==> src/rtl/core/slnu_pkg.sv <==
`default_nettype none
package slnu_pkg;

  // Status codes of a result word.
  localparam logic [1:0] ST_OK     = 2'd0;
  localparam logic [1:0] ST_NONPOS = 2'd1;
  localparam logic [1:0] ST_RANGE  = 2'd2;

  // Configuration register indexes.
  localparam logic [1:0] REG_SCALE_MODE  = 2'd0;
  localparam logic [1:0] REG_LOWER_BOUND = 2'd1;
  localparam logic [1:0] REG_UPPER_BOUND = 2'd2;

  // Fraction bits of the internal log2 value.
  localparam int LOG_FB = 28;
  // 20*log10(2) with LOG_FB fraction bits.
  localparam logic [30:0] DB_FACTOR = 31'd1616142483;
  // Quotient bits of the Q1.16 level.
  localparam int LEVEL_W = 17;

  // Side information that travels with every word through the pipeline.
  typedef struct packed {
    logic [1:0] status;
    logic       wend;
  } slnu_tag_t;

  // log2(1 + i/2^ltb) with LOG_FB fraction bits, by truncating
  // square-and-compare on a Q1.30 mantissa. Evaluated at elaboration only.
  function automatic logic [28:0] log_rom(input int unsigned i, input int unsigned ltb);
    longint unsigned y;
    longint unsigned r;
    r = 0;
    if (i >= (32'd1 << ltb)) begin
      return 29'(64'd1 << LOG_FB);
    end
    y = (64'd1 << 30) + (64'(i) << (30 - ltb));
    for (int k = 0; k < LOG_FB; k++) begin
      y = (y * y) >> 30;
      r = r << 1;
      if (y >= (64'd2 << 30)) begin
        r = r | 64'd1;
        y = y >> 1;
      end
    end
    return r[28:0];
  endfunction

endpackage
`default_nettype wire

==> src/rtl/core/slnu_divider.sv <==
`default_nettype none
// Restoring divider, one quotient bit per stage: (diff << 16) / den.
// diff never exceeds den, so the quotient fits in LEVEL_W bits.
module slnu_divider import slnu_pkg::*; (
  input  wire logic         clk,
  input  wire logic         rst_n,
  input  wire logic         en,
  input  wire logic         vld_i,
  input  wire slnu_tag_t    tag_i,
  input  wire logic [31:0]  diff_i,
  input  wire logic [31:0]  den_i,
  output logic              vld_o,
  output slnu_tag_t         tag_o,
  output logic [LEVEL_W-1:0] quot_o
);

  logic [LEVEL_W-1:0] vld_r;
  slnu_tag_t          tag_r  [0:LEVEL_W-1];
  logic [32:0]        rem_r  [0:LEVEL_W-1];
  logic [LEVEL_W-1:0] quot_r [0:LEVEL_W-1];
  logic [31:0]        den_r  [0:LEVEL_W-1];

  always_ff @(posedge clk) begin
    if (!rst_n) begin
      vld_r <= '0;
    end else if (en) begin
      vld_r <= {vld_r[LEVEL_W-2:0], vld_i};
    end
  end

  for (genvar k = 0; k < LEVEL_W; k++) begin : g_stage
    logic [32:0]        rin;
    logic [LEVEL_W-1:0] qin;
    logic [31:0]        din;
    slnu_tag_t          tin;
    logic               ge;
    if (k == 0) begin : g_first
      assign rin = {1'b0, diff_i};
      assign qin = '0;
      assign din = den_i;
      assign tin = tag_i;
    end else begin : g_next
      assign rin = {rem_r[k-1][31:0], 1'b0};
      assign qin = quot_r[k-1];
      assign din = den_r[k-1];
      assign tin = tag_r[k-1];
    end
    assign ge = (rin >= {1'b0, din});
    always_ff @(posedge clk) begin
      if (en) begin
        rem_r[k]  <= ge ? (rin - {1'b0, din}) : rin;
        quot_r[k] <= {qin[LEVEL_W-2:0], ge};
        den_r[k]  <= din;
        tag_r[k]  <= tin;
      end
    end
  end

  assign vld_o  = vld_r[LEVEL_W-1];
  assign tag_o  = tag_r[LEVEL_W-1];
  assign quot_o = quot_r[LEVEL_W-1];

endmodule
`default_nettype wire

==> config.mk <==
export PLATFORM = sky130hd
export DESIGN_NAME = slnu_divider
export DESIGN_NICKNAME = d
export VERILOG_FILES = /design/src/rtl/core/slnu_pkg.sv /design/src/rtl/core/slnu_divider.sv
export SDC_FILE = /design/constraint.sdc
export NUM_CORES = 2
export LEC_CHECK = 0
export BUFFER_PORTS_ARGS = -buffer_cell sky130_fd_sc_hd__buf_2
export CAP_MARGIN = 20
export CELL_PAD_IN_SITES_DETAIL_PLACEMENT = 1
export CELL_PAD_IN_SITES_GLOBAL_PLACEMENT = 2
export CORE_ASPECT_RATIO = 0.6
export CORE_UTILIZATION = 44
export DETAILED_ROUTE_END_ITERATION = 8
export HOLD_SLACK_MARGIN = 0.08
export PLACE_DENSITY = 0.88
export SYNTH_ARGS = -nofsm -noshare
export SYNTH_HDL_FRONTEND = slang
export SYNTH_SLANG_ARGS = --single-unit
==> constraint.sdc <==
create_clock -name clk -period 5 [get_ports clk]
set_clock_uncertainty 0.15 [all_clocks]
set_input_delay 1 -clock clk [delete_from_list [all_inputs] [get_ports clk]]
set_output_delay 1 -clock clk [all_outputs]
set_load 0.01 [all_outputs]
### Word level (Yosys, flattened, before mapping)

Memory sizes are Yosys's and may differ from the RTL's.
Index checks and enable logic that the tools add are counted.

* magnitude comparators: 17
* add/sub/neg operators: 17
* muxes and demuxes: 19

Operators with widths (number)
* $mux W33: 17
* $ge A33 B32 Y1: 16
* $sub A33 B32 Y33: 16
* $sub A32 B32 Y33: 1
* $ge A32 B32 Y1: 1
* $mux W1: 2

* output and inout bits: 21
* bits of input ports: 71
* memories kept: 4
* RAM bits: 1445
* word-level logic and storage cells: 58
* register bits: 17

Memory list
* rem_r: depth 17, width 33, read ports 16, clocked after memory_dff 0, wr ports 17, RTL line slnu_divider.sv:19 `logic [32:0] rem_r [0:LEVEL_W-1];`
* den_r: depth 17, width 32, read ports 16, clocked after memory_dff 0, wr ports 17, RTL line slnu_divider.sv:21 `logic [31:0] den_r [0:LEVEL_W-1];`
* quot_r: depth 17, width 17, read ports 17, clocked after memory_dff 0, wr ports 17, RTL line slnu_divider.sv:20 `logic [LEVEL_W-1:0] quot_r [0:LEVEL_W-1];`
* tag_r: depth 17, width 3, read ports 17, clocked after memory_dff 0, wr ports 17, RTL line slnu_divider.sv:18 `slnu_tag_t tag_r [0:LEVEL_W-1];`

### Depth between registers and ports, before layout

An unclocked memory read counts as a cell.

* word-level depth: 3
* gate-level depth with buffers: 15
* mapped depth without buffers: 14

### Worst setup path before layout

No wires, ideal clock.

* path kind: input-to-reg
* start: input port den_i[1]
* end: memory rem_r[0][0] (data pin)
* required time: 4583 ps
* setup slack: 1264 ps
* arrival time: 3319 ps
* stages: 13
* setup time: 267 ps
* path buffers: 2
* path through: inv_1 ha_1 nor2b_1 o21a_1 o21ai_1 a211o_1 o211a_1 nor2_1 a31o_2 a21bo_2 clkbuf_1 clkbuf_1 a21oi_1

RTL lines
* from (decl): RTL line slnu_divider.sv:11 `input wire logic [31:0] den_i,`
* to (decl): RTL line slnu_divider.sv:19

==> impl_metrics.toml <==
[run_status]
status = "finished clean"

[routing]
drc = 0
wl_per_cell_um = 25.4
wirelength_um = 230000
num_vias = 53162
avgViaCountPerCell = 5.87
drt_iter0_markers = 6357
firstDrtPassIters = 5
antenna_left = 0

[clock_tree]
cts_setup_buffers = 0
cts.path.max_buffers = 4
cts_max_level = 4
clock-sinks = 1245
cts_root_buffer = "clkbuf_16"
clkTransAtPathRegs_ns = 0.07
holdBufCountCts = 0
cts_tree = "built"
clk_latency_ns = 0.80
cts_buffers = 139
cts_resized = 0

[global_route]
grt.overflow.total = 0
grt_pass1_wl_um = 339000
grt_pass1_vias = 51494
antenna_found_initial = 11
grt_max_degree = 151
grtUsageTotal_pct = 27.1

[synth]
ys_types = 97
synthCells = 6550
syn-num-nets = 7180
avgSynthCellArea_um2 = 11.1
synth_seq_cells = 1245
yosysTopAreaCell = "edfxtp_1"
synth.yosys.seq_area_share_pct = 51.2
yosysWarnings = 0
synth_top_area_share_pct = 50.8
synth_edf_count = 1228
netlist_area_um2 = 72600
synthFlopType = "edfxtp_1"
synth_area_leaders = "edfxtp_1, ha_1, a21oi_1"
synth-async-reset-ratio_pct = 0

[power]
switching_share_pct = 41.8
intPower_mw = 32.6
power_switching_mw = 23.4
p_seq_share_pct = 31.0
peakVddDrop_v = 0.000283
p_clk_share_pct = 18.2
leakage_nw = 33.6
comb_power_share_pct = 50.8
power.density_nw_per_um2 = 692

[sta]
fmaxAchievable_ghz = 0.211
setup_viol = 0
final_hold_viol_count = 0
worst_slew_pin_slew_ns = 1.20
drv_slew = 0
rsz0062_at_grt = "false"
finalCritPeriodShare_pct = 94.7
min_period_ns = 4.74
slew_headroom_pct = 19.8
hold_ws_ns = 0.247
fin_tns_setup_ns = 0

[placed_design]
hpwl_um = 180000
gp_congestion = 0.951
io_buffers = 91

[floorplan]
start_util_pct = 44.3
rows = 115
die_w_um = 527
die_h_um = 317
core_um2 = 164000
dieArea_um2 = 167000
ioPinCount = 92

[min_path]
hold_path_class = "in2reg"

[finish]
syn2layout_area_growth_pct = 11.5
drive_gt1_share_pct = 7.91
nets = 7403

[job]
max_cap_violations = 0

[critical_path]
cp_cell_sequence = "ha_1 > a21oi_1 > o21ai_1 > a21o_1 > a221oi_1 > a21oi_1 > o2111ai_1 > nand4_1 > a311oi_1 > o21bai_4 > buf_12 > mux2_1"
arrival_ns = 5.11
cp_data_required_time_ns = 5.38
cp_common_cell = "a21oi_1"
worst-setup-path-type = "reg2reg"
setup.worst_path.end_class = "register"
cpMaxStageDelayCell = "a221oi_1"
cpPeakStageDelay_ns = 0.61
startpoint_type = "register"
path_max_fanout = 28
-- power groups by stage --
stage / combinational (mW) / sequential [mW] / clock, mW
6_report: 28.5 / 17.4 / 10.2
5_1_grt: 30.7 / 17.6 / 10.8
4_1_cts: 27.7 / 17.3 / 10.4
3_5_place_dp: 27.3 / 17.5 / 0
3_3_place_gp: 26.4 / 17.4 / 0
2_1_floorplan: 18.8 / 16.5 / 0
-- flip-flops by register name (all words and copies together) (netlist names) --
signal and count:
den_r 512, rem_r 512, tag_r 51, vld_r 17
quot_r 153
-- layout make-up --
type | count | area [um2]
timing repair buffer | 253 | 1930
tap | 2164 | 2710
inverter | 679 | 2550
antenna | 32 | 80.1
fill | 17374 | 82900
clock inverter | 60 | 576
multi-input combinational | 4455 | 32300
clock buffer | 169 | 3700
sequential | 1245 | 37200
-- metal layers --
| layer | wire length, um | vias to the layer above | global-route usage, % |
|---|---|---|---|
| met5 | 425 | - | 0 |
| met4 | 2430 | 10 | 3.72 |
| met3 | 30900 | 199 | 11.8 |
| met2 | 74300 | 1980 | 29.6 |
| met1 | 122000 | 26492 | 46.2 |
| li1 | - | 24481 | - |
-- worst max-delay path, delay by kind of cell (launching register included) --
family / cells / cell delay (ns)
muxes: 1 / 0.35
buffers and inverters: 1 / 0.21
and+or+nand+nor: 1 / 0.31
adders and majority gates: 1 / 0.39
DFF: 1 / 0.40
AOI/OAI and AO/OA: 8 / 2.60
-- through the flow --
stage	std cells	power, mW	instance area [um2]	setup slack, ns	util (%)
final	9057	56.0	81000	0.264	49.4
after global routing	9025	59.0	80900	0.138	49.4
after floorplan	6550	35.3	72600	1.26	-
after detailed placement	8795	44.8	76700	0.465	46.8
after CTS	9024	55.4	80900	0.408	49.4
after global placement	8795	43.8	76700	0.561	46.8
-- cell usage after synthesis, types with 29 or more instances --
library cell,number
a31oi_1,50
clkbuf_1,129
mux2_1,211
o21ai_1,163
ha_1,543
nand4_1,86
a21oi_1,566
inv_1,673
nor2b_1,96
mux2i_1,40
edfxtp_1,1228
nor2_1,427
a211oi_1,44
buf_2,30
nand2_1,357
and2_1,36
o21a_1,82
nor4_1,29
o31ai_1,33
nand2b_1,76
xor2_1,159
and3_1,40
xnor2_1,259
nor3_1,89
nand3_1,113
o21bai_1,57
o21ai_0,192
a21o_1,303
-- path summary, 6_finish.rpt --
kind | from | to | slack, ns | cells past startpoint
hold / removal | tag_i[1] | tag_r[0][1]$_DFFE_PP_ | 0.25 | 1
hold reg to reg | quot_r[0][241]$_DFFE_PP_ | quot_r[0][259]$_DFFE_PP_ | 0.26 | 0
setup reg to reg | rem_r[0][434]$_DFFE_PP_ | rem_r[0][474]$_DFFE_PP_ | 0.26 | 12
setup / recovery | rem_r[0][434]$_DFFE_PP_ | rem_r[0][474]$_DFFE_PP_ | 0.26 | 12
-- cell usage in the layout (no fill, tap or decap), types with 159 or more instances in the layout --
cell      netlist  final
o21ai_1       163    160
edfxtp_1     1228   1228
inv_1         673    673
nor2_1        427    426
nand2_1       357    357
xnor2_1       259    259
a21o_1        303    303
mux2_1        211    211
ha_1          543    543
a21oi_1       566    565
o21ai_0       192    192
xor2_1        159    159
-- logic make-up after synthesis --
kind of cell / after synthesis / share of synthesized area [%]
fa+ha+maj: 559 / 9.79
xor+xnor: 418 / 5.04
buf+inv: 850 / 4.52
flops: 1245 / 51.2
mux: 293 / 4.61
compound gates: 1754 / 15.4
simple gates: 1431 / 9.40
No activity file was read; power rests on OpenSTA's default activity.
